**src/rtl/sma_pkg.sv**
```systemverilog
// Shared constants and control types for the windowed moving average.
// No dependencies; sma_window and windowed_moving_average refer to this package.
`timescale 1ns / 1ps
`default_nettype none

package sma_pkg;

  // Default sizing of the filter
  localparam int WINDOW_MAX_DEF   = 64;
  localparam int SAMPLE_WIDTH_DEF = 16;

  // Window length after reset
  localparam int LEN_RESET = 8;

  // Step strobes from the sequencer to the window store
  typedef struct packed {
    logic rd;   // latch the sample, read the slot at the write position
    logic add;  // add the new sample into the running sum
    logic sub;  // retire the oldest sample or grow the fill, store the new one
  } win_ctl_t;

endpackage

`default_nettype wire

```
**src/rtl/sma_sample_if.sv**
```systemverilog
// Input channel of the moving average: one signed sample per transaction.
// Standalone interface; no package dependency.
`timescale 1ns / 1ps
`default_nettype none

interface sma_sample_if #(
  parameter int SAMPLE_WIDTH = 16
);
  logic                           valid;
  logic                           ready;
  logic signed [SAMPLE_WIDTH-1:0] sample;

  modport source (output valid, output sample, input ready);
  modport sink   (input valid, input sample, output ready);
endinterface

`default_nettype wire

```
**src/rtl/sma_result_if.sv**
```systemverilog
// Result channel of the moving average: average and fill level per transaction.
// Standalone interface; no package dependency.
`timescale 1ns / 1ps
`default_nettype none

interface sma_result_if #(
  parameter int SAMPLE_WIDTH = 16,
  parameter int FILL_WIDTH   = 7
);
  logic                           valid;
  logic                           ready;
  logic signed [SAMPLE_WIDTH-1:0] average;
  logic        [FILL_WIDTH-1:0]   fill_level;

  modport source (output valid, output average, output fill_level, input ready);
  modport sink   (input valid, input average, input fill_level, output ready);
endinterface

`default_nettype wire

```
**src/rtl/sma_cfg_if.sv**
```systemverilog
// Configuration write channel: carries the window length register.
// Standalone interface; no package dependency.
`timescale 1ns / 1ps
`default_nettype none

interface sma_cfg_if #(
  parameter int LEN_WIDTH = 7
);
  logic                 valid;
  logic                 ready;
  logic [LEN_WIDTH-1:0] window_length;

  modport source (output valid, output window_length, input ready);
  modport sink   (input valid, input window_length, output ready);
endinterface

`default_nettype wire

```
**src/rtl/sma_window.sv**
```systemverilog
// Sample ring memory, write pointer, fill count, running sum and window length.
// Depends on sma_pkg (win_ctl_t, LEN_RESET).
`timescale 1ns / 1ps
`default_nettype none

module sma_window #(
  parameter int WINDOW_MAX   = sma_pkg::WINDOW_MAX_DEF,
  parameter int SAMPLE_WIDTH = sma_pkg::SAMPLE_WIDTH_DEF,
  localparam int ADDR_W = (WINDOW_MAX > 1) ? $clog2(WINDOW_MAX) : 1,
  localparam int LEN_W  = $clog2(WINDOW_MAX + 1),
  localparam int SUM_W  = SAMPLE_WIDTH + ADDR_W
) (
  input  wire                            clk,
  input  wire                            rst,
  input  wire                            cfg_we,
  input  wire        [LEN_W-1:0]         cfg_len,
  input  wire sma_pkg::win_ctl_t         ctl,
  input  wire signed [SAMPLE_WIDTH-1:0]  sample_in,
  output logic signed [SUM_W-1:0]        sum,
  output logic       [LEN_W-1:0]         held
);

  localparam int LEN_RST_I =
    (sma_pkg::LEN_RESET > WINDOW_MAX) ? WINDOW_MAX : sma_pkg::LEN_RESET;
  localparam logic [LEN_W-1:0] LEN_RST = LEN_W'(LEN_RST_I);
  localparam logic [LEN_W-1:0] LEN_MAX = LEN_W'(WINDOW_MAX);
  localparam logic [LEN_W-1:0] LEN_ONE = LEN_W'(1);

  logic signed [SAMPLE_WIDTH-1:0] ring [WINDOW_MAX];
  logic signed [SAMPLE_WIDTH-1:0] smp;
  logic signed [SAMPLE_WIDTH-1:0] old_smp;
  logic        [ADDR_W-1:0]       write_position;
  logic        [LEN_W-1:0]        held_count;
  logic        [LEN_W-1:0]        len;
  logic        [LEN_W-1:0]        len_next;
  logic        [LEN_W-1:0]        pos_inc;
  logic signed [SUM_W-1:0]        running_sum;
  logic                           full;

  // Zero means a single sample, anything above the store depth saturates
  always_comb begin
    if (cfg_len == '0) begin
      len_next = LEN_ONE;
    end else if (cfg_len > LEN_MAX) begin
      len_next = LEN_MAX;
    end else begin
      len_next = cfg_len;
    end
  end

  assign full    = (held_count == len);
  assign pos_inc = LEN_W'(write_position) + LEN_ONE;

  always_ff @(posedge clk) begin
    if (rst) begin
      len            <= LEN_RST;
      write_position <= '0;
      held_count     <= '0;
      running_sum    <= '0;
    end else if (cfg_we) begin
      len            <= len_next;
      write_position <= '0;
      held_count     <= '0;
      running_sum    <= '0;
    end else if (ctl.add) begin
      running_sum <= running_sum + SUM_W'(smp);
    end else if (ctl.sub) begin
      if (full) begin
        running_sum <= running_sum - SUM_W'(old_smp);
      end else begin
        held_count <= held_count + LEN_ONE;
      end
      write_position <= (pos_inc == len) ? '0 : pos_inc[ADDR_W-1:0];
    end
  end

  // Ring memory: one read port, one write port, registered read data
  always_ff @(posedge clk) begin
    if (ctl.rd) begin
      smp     <= sample_in;
      old_smp <= ring[write_position];
    end
    if (ctl.sub) begin
      ring[write_position] <= smp;
    end
  end

  assign sum  = running_sum;
  assign held = held_count;

endmodule

`default_nettype wire

```
**src/rtl/sma_div.sv**
```systemverilog
// Bit-serial restoring divider: one quotient bit per cycle through a shift register.
// No package dependency.
`timescale 1ns / 1ps
`default_nettype none

module sma_div #(
  parameter int DIVIDEND_W = 22,
  parameter int DIVISOR_W  = 7
) (
  input  wire                   clk,
  input  wire                   rst,
  input  wire                   start,
  input  wire [DIVIDEND_W-1:0]  dividend,
  input  wire [DIVISOR_W-1:0]   divisor,
  output logic                  done,
  output logic [DIVIDEND_W-1:0] quotient
);

  localparam int CNT_W = $clog2(DIVIDEND_W + 1);
  localparam logic [CNT_W-1:0] CNT_ONE  = CNT_W'(1);
  localparam logic [CNT_W-1:0] CNT_LOAD = CNT_W'(DIVIDEND_W);

  logic                  busy;
  logic [CNT_W-1:0]      cnt;
  logic [DIVISOR_W-1:0]  dvs;
  logic [DIVISOR_W-1:0]  rem;
  logic [DIVIDEND_W-1:0] quo;
  logic [DIVISOR_W:0]    shifted;
  logic [DIVISOR_W:0]    diff;
  logic                  ge;

  // Bring down the next dividend bit and try a subtract
  assign shifted = {rem, quo[DIVIDEND_W-1]};
  assign diff    = shifted - {1'b0, dvs};
  assign ge      = (shifted >= {1'b0, dvs});

  always_ff @(posedge clk) begin
    if (rst) begin
      busy <= 1'b0;
      cnt  <= '0;
    end else if (start) begin
      busy <= 1'b1;
      cnt  <= CNT_LOAD;
    end else if (busy) begin
      cnt <= cnt - CNT_ONE;
      if (cnt == CNT_ONE) begin
        busy <= 1'b0;
      end
    end
  end

  always_ff @(posedge clk) begin
    if (start) begin
      dvs <= divisor;
      rem <= '0;
      quo <= dividend;
    end else if (busy) begin
      rem <= ge ? diff[DIVISOR_W-1:0] : shifted[DIVISOR_W-1:0];
      quo <= {quo[DIVIDEND_W-2:0], ge};
    end
  end

  assign done     = busy && (cnt == CNT_ONE);
  assign quotient = quo;

endmodule

`default_nettype wire

```
**src/rtl/windowed_moving_average.sv**
```systemverilog
// Top level of the windowed moving average (boxcar filter) over signed samples.
// Depends on sma_pkg, sma_sample_if, sma_result_if, sma_cfg_if, sma_window, sma_div.
//
//   channel   role    payload                  transaction moves
//   samples   sink    sample                   one new sample
//   results   source  average, fill_level      mean of held samples and their count
//   cfg       sink    window_length            new window length, empties the window
//
// An accepted sample passes through ADD, SUB, START and DIV, and its result is loaded
// into the output register from HOLD; the serial divider produces one quotient bit per
// cycle, one for each bit of the running sum. One sample is in flight at a time; the
// next is taken once the result is loaded.
// Reset is synchronous: the window is empty and its length is 8 (capped at WINDOW_MAX) afterwards.
// A stalled result holds in the output register; the block then waits in HOLD.
`timescale 1ns / 1ps
`default_nettype none

module windowed_moving_average #(
  parameter int WINDOW_MAX   = sma_pkg::WINDOW_MAX_DEF,
  parameter int SAMPLE_WIDTH = sma_pkg::SAMPLE_WIDTH_DEF
) (
  input  wire          clk,
  input  wire          rst,
  sma_sample_if.sink   samples,
  sma_result_if.source results,
  sma_cfg_if.sink      cfg
);

  localparam int ADDR_W = (WINDOW_MAX > 1) ? $clog2(WINDOW_MAX) : 1;
  localparam int LEN_W  = $clog2(WINDOW_MAX + 1);
  localparam int SUM_W  = SAMPLE_WIDTH + ADDR_W;

  // One-hot sequencer states
  typedef enum logic [5:0] {
    ST_IDLE  = 6'b000001,  // wait for a sample
    ST_ADD   = 6'b000010,  // old sample read out, add the new one
    ST_SUB   = 6'b000100,  // drop the oldest sample, store the new one
    ST_START = 6'b001000,  // load the divider with the sum magnitude
    ST_DIV   = 6'b010000,  // one quotient bit per cycle
    ST_HOLD  = 6'b100000   // wait for the output register to free up
  } state_t;

  state_t                  state;
  state_t                  state_next;
  sma_pkg::win_ctl_t       ctl;
  logic                    accept;
  logic                    out_free;
  logic                    cfg_we;
  logic signed [SUM_W-1:0] sum;
  logic        [SUM_W-1:0] sum_mag;
  logic        [LEN_W-1:0] held;
  logic                    neg;
  logic                    div_start;
  logic                    div_done;
  logic        [SUM_W-1:0] quotient;
  logic [SAMPLE_WIDTH-1:0] q_lo;
  logic                    out_valid;
  logic signed [SAMPLE_WIDTH-1:0] out_avg;
  logic        [LEN_W-1:0] out_fill;

  assign accept   = samples.valid && samples.ready;
  assign out_free = !out_valid || results.ready;
  assign cfg_we   = cfg.valid && cfg.ready;

  // Take a sample only between items; configuration is taken only then too
  assign samples.ready = (state == ST_IDLE);
  assign cfg.ready     = (state == ST_IDLE);

  assign ctl.rd    = accept;
  assign ctl.add   = (state == ST_ADD);
  assign ctl.sub   = (state == ST_SUB);
  assign div_start = (state == ST_START);

  always_comb begin
    state_next = state;
    unique case (state)
      ST_IDLE:  if (accept) state_next = ST_ADD;
      ST_ADD:   state_next = ST_SUB;
      ST_SUB:   state_next = ST_START;
      ST_START: state_next = ST_DIV;
      ST_DIV:   if (div_done) state_next = ST_HOLD;
      ST_HOLD:  if (out_free) state_next = ST_IDLE;
      default:  state_next = ST_IDLE;
    endcase
  end

  always_ff @(posedge clk) begin
    if (rst) begin
      state <= ST_IDLE;
    end else begin
      state <= state_next;
    end
  end

  sma_window #(
    .WINDOW_MAX   (WINDOW_MAX),
    .SAMPLE_WIDTH (SAMPLE_WIDTH)
  ) u_window (
    .clk       (clk),
    .rst       (rst),
    .cfg_we    (cfg_we),
    .cfg_len   (cfg.window_length),
    .ctl       (ctl),
    .sample_in (samples.sample),
    .sum       (sum),
    .held      (held)
  );

  // Divide magnitudes so the quotient truncates toward zero; restore the sign after
  assign sum_mag = sum[SUM_W-1] ? SUM_W'(-sum) : SUM_W'(sum);

  always_ff @(posedge clk) begin
    if (div_start) begin
      neg <= sum[SUM_W-1];
    end
  end

  sma_div #(
    .DIVIDEND_W (SUM_W),
    .DIVISOR_W  (LEN_W)
  ) u_div (
    .clk      (clk),
    .rst      (rst),
    .start    (div_start),
    .dividend (sum_mag),
    .divisor  (held),
    .done     (div_done),
    .quotient (quotient)
  );

  assign q_lo = quotient[SAMPLE_WIDTH-1:0];

  // Output register: hold the result until the sink takes it
  always_ff @(posedge clk) begin
    if (rst) begin
      out_valid <= 1'b0;
    end else if ((state == ST_HOLD) && out_free) begin
      out_valid <= 1'b1;
    end else if (results.ready) begin
      out_valid <= 1'b0;
    end
  end

  always_ff @(posedge clk) begin
    if ((state == ST_HOLD) && out_free) begin
      out_avg  <= neg ? SAMPLE_WIDTH'(-q_lo) : q_lo;
      out_fill <= held;
    end
  end

  assign results.valid      = out_valid;
  assign results.average    = out_avg;
  assign results.fill_level = out_fill;

`ifndef NO_ASSERTIONS
  a_state_onehot : assert property (@(posedge clk) disable iff (rst)
    $onehot(state))
    else $error("sequencer state is not one-hot");

  a_accept_to_add : assert property (@(posedge clk) disable iff (rst)
    accept |=> (state == ST_ADD))
    else $error("accepted sample did not start the sum update");

  a_done_in_div : assert property (@(posedge clk) disable iff (rst)
    div_done |-> (state == ST_DIV))
    else $error("divider finished outside the divide phase");

  a_fill_range : assert property (@(posedge clk) disable iff (rst)
    results.valid |-> (results.fill_level != '0) &&
                      (results.fill_level <= LEN_W'(WINDOW_MAX)))
    else $error("result fill level out of range");

  a_hold_loads : assert property (@(posedge clk) disable iff (rst)
    ((state == ST_HOLD) && out_free) |=> (results.valid && (state == ST_IDLE)))
    else $error("finished result was not loaded into the output register");
`endif

endmodule

`default_nettype wire
```
**src/flat_wrapper.sv**
```systemverilog
// flat-port wrapper written by rule: the top's interface ports become plain ports
module windowed_moving_average_flat 
#(
  parameter int WINDOW_MAX   = sma_pkg::WINDOW_MAX_DEF,
  parameter int SAMPLE_WIDTH = sma_pkg::SAMPLE_WIDTH_DEF
)
  (clk, rst, samples_valid, samples_sample, samples_ready, results_valid, results_average, results_fill_level, results_ready, cfg_valid, cfg_window_length, cfg_ready);
  sma_sample_if #(.SAMPLE_WIDTH(SAMPLE_WIDTH)) samples_i ();
  sma_result_if #(.SAMPLE_WIDTH(SAMPLE_WIDTH)) results_i ();
  sma_cfg_if cfg_i ();
  input  wire clk;
  input  wire rst;
  input wire logic [$bits(samples_i.valid)-1:0] samples_valid;
  input wire logic [$bits(samples_i.sample)-1:0] samples_sample;
  output wire logic [$bits(samples_i.ready)-1:0] samples_ready;
  output wire logic [$bits(results_i.valid)-1:0] results_valid;
  output wire logic [$bits(results_i.average)-1:0] results_average;
  output wire logic [$bits(results_i.fill_level)-1:0] results_fill_level;
  input wire logic [$bits(results_i.ready)-1:0] results_ready;
  input wire logic [$bits(cfg_i.valid)-1:0] cfg_valid;
  input wire logic [$bits(cfg_i.window_length)-1:0] cfg_window_length;
  output wire logic [$bits(cfg_i.ready)-1:0] cfg_ready;
  assign samples_i.valid = samples_valid;
  assign samples_i.sample = samples_sample;
  assign samples_ready = samples_i.ready;
  assign results_valid = results_i.valid;
  assign results_average = results_i.average;
  assign results_fill_level = results_i.fill_level;
  assign results_i.ready = results_ready;
  assign cfg_i.valid = cfg_valid;
  assign cfg_i.window_length = cfg_window_length;
  assign cfg_ready = cfg_i.ready;
  windowed_moving_average #(.WINDOW_MAX(WINDOW_MAX), .SAMPLE_WIDTH(SAMPLE_WIDTH)) u_core (.clk(clk), .rst(rst), .samples(samples_i), .results(results_i), .cfg(cfg_i));
endmodule
```
**config.mk**
```make
export PLATFORM = sky130hd
export DESIGN_NAME = windowed_moving_average_flat
export DESIGN_NICKNAME = d
export VERILOG_FILES = /design/src/rtl/sma_pkg.sv /design/src/rtl/sma_sample_if.sv /design/src/rtl/sma_result_if.sv /design/src/rtl/sma_cfg_if.sv /design/src/rtl/sma_window.sv /design/src/rtl/sma_div.sv /design/src/rtl/windowed_moving_average.sv /design/src/flat_wrapper.sv
export SDC_FILE = /design/constraint.sdc
export NUM_CORES = 1
export LEC_CHECK = 0
export BUFFER_PORTS_ARGS = -buffer_cell sky130_fd_sc_hd__buf_2
export CAP_MARGIN = 20
export CORE_MARGIN = 2
export CORE_UTILIZATION = 37
export CTS_BUF_LIST = sky130_fd_sc_hd__clkbuf_4
export DETAILED_ROUTE_END_ITERATION = 7
export GPL_TIMING_DRIVEN = 1
export PLACE_DENSITY = 0.6
export REMOVE_ABC_BUFFERS = 1
export SLEW_MARGIN = 0
export SYNTH_ARGS = -nofsm -noshare
export SYNTH_HDL_FRONTEND = slang
export SYNTH_SLANG_ARGS = --single-unit
```
**constraint.sdc**
```tcl
create_clock -name clk -period 6.9 [get_ports clk]
set_clock_uncertainty 0.1 [all_clocks]
set_input_delay 1.035 -clock clk [delete_from_list [all_inputs] [get_ports clk]]
set_output_delay 1.035 -clock clk [all_outputs]
set_load 0.01 [all_outputs]
```
==> results of run 1 <==
## cell type report
class                      instances  area [um^2]
multi-input combinational       1524        12020
tap                             1662         2079
antenna                            6        15.01
fill                           11395        73620
sequential                      1171        34550
clock buffer                     420         3153
clock inverter                    71        330.3
timing repair buffer             200         1466
inverter                          29        108.9
## where the power goes
group / internal [uW] / switching [uW] / total, uW
Combinational: 107 / 308 / 415
Clock: 2860 / 2700 / 5560
Sequential: 7840 / 24.8 / 7860
Total: 10800 / 3030 / 13800
## state kept, by name, summed over array words and instances (netlist names), 5 cells and up
register,cells
u_core.u_window.held,7
u_core.results.average,16
u_core.state,6
u_core.u_div.cnt,5
u_core.u_div.quotient,22
u_core.u_window.write_position,6
u_core.u_window.ring,1024
u_core.u_window.smp,16
u_core.u_window.sum,22
u_core.u_window.old_smp,16
u_core.u_div.dvs,7
u_core.u_window.len,7
u_core.results.fill_level,7
u_core.u_div.rem,7
## cell families (layout without fill, tap and decap cells)
family | count (synthesis) | in the layout | synth area share
flops | 1171 | 1171 | 0.7293
compound gates | 605 | 605 | 0.08696
simple gates | 515 | 515 | 0.05122
mux | 285 | 285 | 0.08926
buf+inv | 199 | 720 | 0.01804
xor+xnor | 82 | 82 | 0.01516
fa+ha+maj | 37 | 37 | 0.01009
other cells | 0 | 6 | 0
## tightest hold or removal path, delay by kind of cell
| kind | cells | cell delay (ns) |
|---|---|---|
| compound gates | 2 | 0.20 |
| buf+inv | 2 | 0.16 |
## routing by layer
metal,wire length (um),vias up
met5,13,-
met4,4020,2
met3,12950,241
met2,60810,1549
met1,53700,14508
li1,-,12433
## path summary, 6_finish.rpt
| kind | slack [ns] | start | to | depth (start not counted) |
|---|---|---|---|---|
| setup / recovery | 2.47 | u_core.u_window.old_smp[0]$_DFFE_PP_ | u_core.u_window.sum[21]$_SDFFE_PP0P_ | 15 |
| hold / removal | 0.15 | samples_valid | u_core.state[0]$_SDFFE_PP1P_ | 4 |
| setup reg to reg | 2.47 | u_core.u_window.old_smp[0]$_DFFE_PP_ | u_core.u_window.sum[21]$_SDFFE_PP0P_ | 15 |
| hold reg to reg | 0.38 | u_core.u_div.rem[6]$_SDFFE_PP0P_ | u_core.u_div.rem[6]$_SDFFE_PP0P_ | 2 |
## cell usage after synthesis, types with 35 or more instances
| library cell | instances |
|---|---|
| xor2_1 | 44 |
| a221oi_1 | 105 |
| buf_2 | 56 |
| dfxtp_1 | 62 |
| xnor2_1 | 38 |
| a22oi_1 | 57 |
| o21ai_0 | 103 |
| nor2_1 | 204 |
| mux2_2 | 69 |
| o22ai_1 | 47 |
| edfxtp_1 | 1109 |
| mux2i_1 | 113 |
| clkbuf_1 | 85 |
| ha_1 | 35 |
| a21oi_1 | 148 |
| nand2_1 | 143 |
| mux4_2 | 103 |
## per-stage QoR
step	std cells	util
2_1_floorplan	2724	-
3_3_place_gp	4566	0.3928
3_5_place_dp	4567	0.3929
4_1_cts	5076	0.4217
5_1_grt	5083	0.4219
6_report	5083	0.4219
==> reports/metrics.yaml, run 1 <==
layout_setup_ws_ns: 2.468
place_ws_ns: 2.539
hold_path_class: "input port to flop"
synth.area.top_cells: "edfxtp_1 (70%), mux4_2 (4.9%), dfxtp_1 (2.6%)"
total_power_uw: 13840
syn2layout_area_growth_pct: 13.44
ys.flop_type: "edfxtp_1"
path_buf_inv: 1
cp_max_fo: 8
coreArea_um2: 127400
globalRoute.totalOverflow: 0
crit_chain: "inv_1 > ha_1 > nand2_1 > or2_2 > or3_1 > nor2_1 > o31ai_1 > ha_1 > a21oi_1 > a211o_2 > or3_2 > o22a_2 > and3_2 > or4_1 > a21oi_1"
grt_antenna_before_repair: 5
grt.total_usage: 0.1992
vias: 28733
layout-drive-gt1-share: 0.2457
portBuffers: 53
grt_util_met1: 0.2750
cts-resized-gates: 0
setup_violations: 0
worst_setup_path_end_kind: "flop"
start_util: 0.3719
post-route-period-util: 0.6423
mostFrequentLayoutCell: "edfxtp_1"
cts_buffer_depth: 4
yosys_register_bits: 1171
rsz0062_at_grt: "false"
place_congestion: 0.9269
grt_pass1_wl_um: 191800
ant_nets: 0
synth.avg_cell_area_um2: 16.37
grt.met3_usage: 0.04824
clk_latency_ns: 1.20
startpoint_type: "flop"
vdd_ir_drop_max_mv: 0.1633
cp.arrival_ns: 5.44
holdWs_ns: 0.1499
worst_pin_slew_ns: 1.069
placed_cell_area_um2: 50040
cts_buffers: 310
required_ns: 7.91
synthArstFlopShare: 0
hold_buffers: 18
wl_per_cell_um: 25.87
grt_max_degree: 66
die_y_um: 361.8
fin_crit_ns: 4.432
hpwl_um: 75970
timing.fmax_mhz: 225.6
busiest_layer: "met2"
vias_per_cell: 5.653
clock-sinks: 1171
status: "completed"
synth_cell_types: 81
grt_util_met2: 0.3045
fp-row-count: 131
hold_viol: 0
slew_headroom: 0.2844
die_w_um: 361.8
drt_pre_antenna_iters: 5
mostFrequentLayoutCells: "edfxtp_1 (1109), clkbuf_4 (420), nor2_1 (198)"
grt_pass1_vias: 28027
crit_type: "flop to flop"
die_area_um2: 130900
synth_top_area_frac: 0.7031
maxCapViolations: 0
drtIter0Drc: 3231
slew_violations: 0
power_leakage_uw: 0.01756
path_delay_family: "simple AND/OR/NAND/NOR gates"
synth_warnings: 0
synth.cell_area_um2: 47370
cp_slowest_stage_delay_ns: 0.45
fin_tns_setup_ns: 0
routed_wirelength_um: 131500
cts_root_buf: "clkbuf_4"
synth_edf_count: 1109
htreeDepth: 5
postLayoutCellArea_um2: 53730
synth_seq_area_share: 0.7293
drc: 0
p_per_area_nw_per_um2: 257.6
fin_nets: 3301
worst_path_max_delay_cell: "or3_1"
tritoncts: "done"
clk_pin_slew_worst_paths_ns: 0.07
yosysTopAreaCell: "edfxtp_1"
cts_setup_buffers: 0
syn-instance-count: 2894
io_pins: 54
No activity file was read; power rests on OpenSTA's default activity.
==> run 2, diff against run 1 <==
--- a/config.mk
+++ b/config.mk
@@ -5,6 +5,7 @@
 export SDC_FILE = /design/constraint.sdc
 export NUM_CORES = 1
 export LEC_CHECK = 0
+export ABC_AREA = 1
 export BUFFER_PORTS_ARGS = -buffer_cell sky130_fd_sc_hd__buf_2
 export CAP_MARGIN = 20
 export CORE_MARGIN = 2
@@ -12,7 +13,7 @@
 export CTS_BUF_LIST = sky130_fd_sc_hd__clkbuf_4
 export DETAILED_ROUTE_END_ITERATION = 7
 export GPL_TIMING_DRIVEN = 1
-export PLACE_DENSITY = 0.6
+export PLACE_DENSITY = 0.62
 export REMOVE_ABC_BUFFERS = 1
 export SLEW_MARGIN = 0
 export SYNTH_ARGS = -nofsm -noshare
==> constraint.sdc (replaced) <==
create_clock -name clk -period 3.9 [get_ports clk]
set_clock_uncertainty 0.1 [all_clocks]
set_input_delay 0.585 -clock clk [delete_from_list [all_inputs] [get_ports clk]]
set_output_delay 0.585 -clock clk [all_outputs]
set_load 0.01 [all_outputs]
==> reports/metrics.yaml, run 2 <==
status: "completed"
cp_max_fo: 10
rsz0062_at_grt: "false"
portBuffers: 53
path_buf_inv: 3
syn2layout_area_growth_pct: 15.96
cts_root_buf: "clkbuf_4"
io_pins: 54
maxCapViolations: 0
ant_nets: 0
path_delay_family: "simple AND/OR/NAND/NOR gates"
htreeDepth: 5
tritoncts: "done"
grt_max_degree: 71
ys_top_cells_by_count: "nand2_1 (1120), edfxtp_1 (1109), nor2_1 (218), inv_1 (184), o21ai_0 (172)"
synth_top_area_frac: 0.7141
multi_input_area_um2: 10830
synth.cell_area_um2: 46640
synthArstFlopShare: 0
grt_pass1_vias: 30448
hold_viol: 0
crit_end: "u_core.u_window.sum[16]$_SDFFE_PP0P_"
reg2regPathDepth: 18
cts_buffer_depth: 4
timing.reg2reg.setup_slack_ns: 0.55
die_w_um: 359.0
routed_wirelength_um: 128700
hold_buffers: 43
synth.area.top_cells: "edfxtp_1 (71%), nand2_1 (9.0%), dfxtp_1 (2.7%)"
vias: 31331
coreArea_um2: 125400
slew_headroom: 0.2935
ys.flop_type: "edfxtp_1"
cts_buffers: 307
fin_nets: 4233
crit_chain: "nor2_1 > nand3_1 > buf_4 > o21ai_0 > inv_1 > fa_1 > inv_1 > nand3_1 > nand2_1 > nand2_1 > nand2_1 > nand2_1 > nand2_1 > nand3_1 > nand2_1 > nand2_1 > nand2_1 > a21oi_1"
hpwl_um: 74580
cts_setup_buffers: 0
fin_crit_ns: 3.353
finish.utilization: 0.4312
start_util: 0.3719
place_congestion: 0.8937
wl_per_cell_um: 21.40
power_leakage_uw: 0.01950
yosysMostFrequentCell: "nand2_1"
drc: 0
startpoint_type: "flop"
drtIter0Drc: 3128
worst-path-stages: 18
regToRegStartpoint: "u_core.state[5]$_SDFFE_PP0P_"
worst_setup_path_end_kind: "flop"
holdWs_ns: 0.09441
mostFrequentLayoutCells: "nand2_1 (1120), edfxtp_1 (1109), clkbuf_4 (430)"
cts-resized-gates: 0
seqCellArea_um2: 34540
timing.fmax_mhz: 298.3
synth_warnings: 0
synth_seq_area_share: 0.7407
globalRoute.totalOverflow: 0
syn-instance-count: 3729
yosysTopAreaCell: "edfxtp_1"
required_ns: 4.72
synth.avg_cell_area_um2: 12.51
layout-drive-gt1-share: 0.1695
cp.arrival_ns: 4.18
cp_slowest_stage_delay_ns: 0.45
grt_antenna_before_repair: 2
mostFrequentLayoutCell: "nand2_1"
worst_path_max_delay_cell: "nand3_1"
path_common_cell: "nand2_1"
grt_pass1_wl_um: 191600
slew_violations: 0
largest_register: "u_core.u_window.ring"
clock-sinks: 1171
vdd_ir_drop_max_mv: 0.2657
die_area_um2: 128900
nFillCells: 11534
clk_latency_ns: 1.21
p_per_area_nw_per_um2: 462.4
vias_per_cell: 5.212
grt.total_usage: 0.1971
post-route-period-util: 0.8597
r2r_end: "u_core.u_window.sum[16]$_SDFFE_PP0P_"
largest_reg_flops: 1024
setup_violations: 0
hold_path_class: "input port to flop"
fp-row-count: 130
synth_edf_count: 1109
yosys_register_bits: 1171
worst_pin_slew_ns: 1.056
synth_cell_types: 47
die_y_um: 359.0
clk_pin_slew_worst_paths_ns: 0.07
crit_start: "u_core.state[5]$_SDFFE_PP0P_"
crit_type: "flop to flop"
drt_pre_antenna_iters: 6
run 2: cells by family (layout without fill, tap and decap cells):
kind of cell	after synthesis	count (layout)	synth area share
adder cells (fa/ha/maj)	37	37	0.01025
buffers and inverters	337	961	0.02959
XOR/XNOR	61	61	0.01146
AO/OA/AOI/OAI	458	458	0.05983
flip-flops	1171	1171	0.7407
other	0	8	0
AND/OR/NAND/NOR	1665	1665	0.1482
run 2: how the worst min path moves through the flow:
stage	start	to	slack, ns	cells past startpoint
final	samples_sample[6]	u_core.u_window.smp[6]$_DFFE_PP_	0.09	2
after global routing	samples_sample[6]	u_core.u_window.smp[6]$_DFFE_PP_	0.02	2
after CTS	samples_sample[15]	u_core.u_window.smp[15]$_DFFE_PP_	0.001	2
after detailed placement	u_core.u_div.quotient[0]$_DFFE_PP_	u_core.results.average[0]$_DFFE_PP_	0.35	0
after global placement	u_core.u_div.quotient[0]$_DFFE_PP_	u_core.results.average[0]$_DFFE_PP_	0.35	0
after floorplan	u_core.u_div.quotient[0]$_DFFE_PP_	u_core.results.average[0]$_DFFE_PP_	0.33	0
run 2: final cells by class:
class,instances,share of cell area
Inverter,193,0.01363
Clock inverter,64,0.008144
Timing Repair Buffer,274,0.04088
Sequential cell,1171,0.6388
Multi-Input combinational cell,2221,0.2003
Clock buffer,430,0.05969
Tap cell,1650,0.03818
Antenna cell,8,0.0003702
run 2: power by group:
part	switching, uW	internal, uW	leakage [uW]
Sequential	52.7	13900	0.0105
Combinational	597	207	0.00682
Clock	4770	5500	0.00219
Total	5420	19600	0.0195
run 2: metal layers:
metal	wire, um	part of all wire	up-vias	track usage
met5	0	0	-	0
met4	3420	0.027	0	0.07305
met3	11050	0.086	227	0.03316
met2	60200	0.47	1443	0.3147
met1	53990	0.42	15273	0.2711
li1	-	-	14388	-
run 2: metrics by stage:
step	power (uW)	instance area [um^2]	setup slack [ns]	TNS, ns	instances
after floorplan	14630	45980	-5.415	-1113.40	3585
after global placement	14950	49950	0.6309	0	5465
after detailed placement	14970	49950	0.6129	0	5465
final	25000	54080	0.5472	0	6011
after CTS	25190	54050	0.5355	0	6002
after global routing	25940	54070	0.1669	0	6009
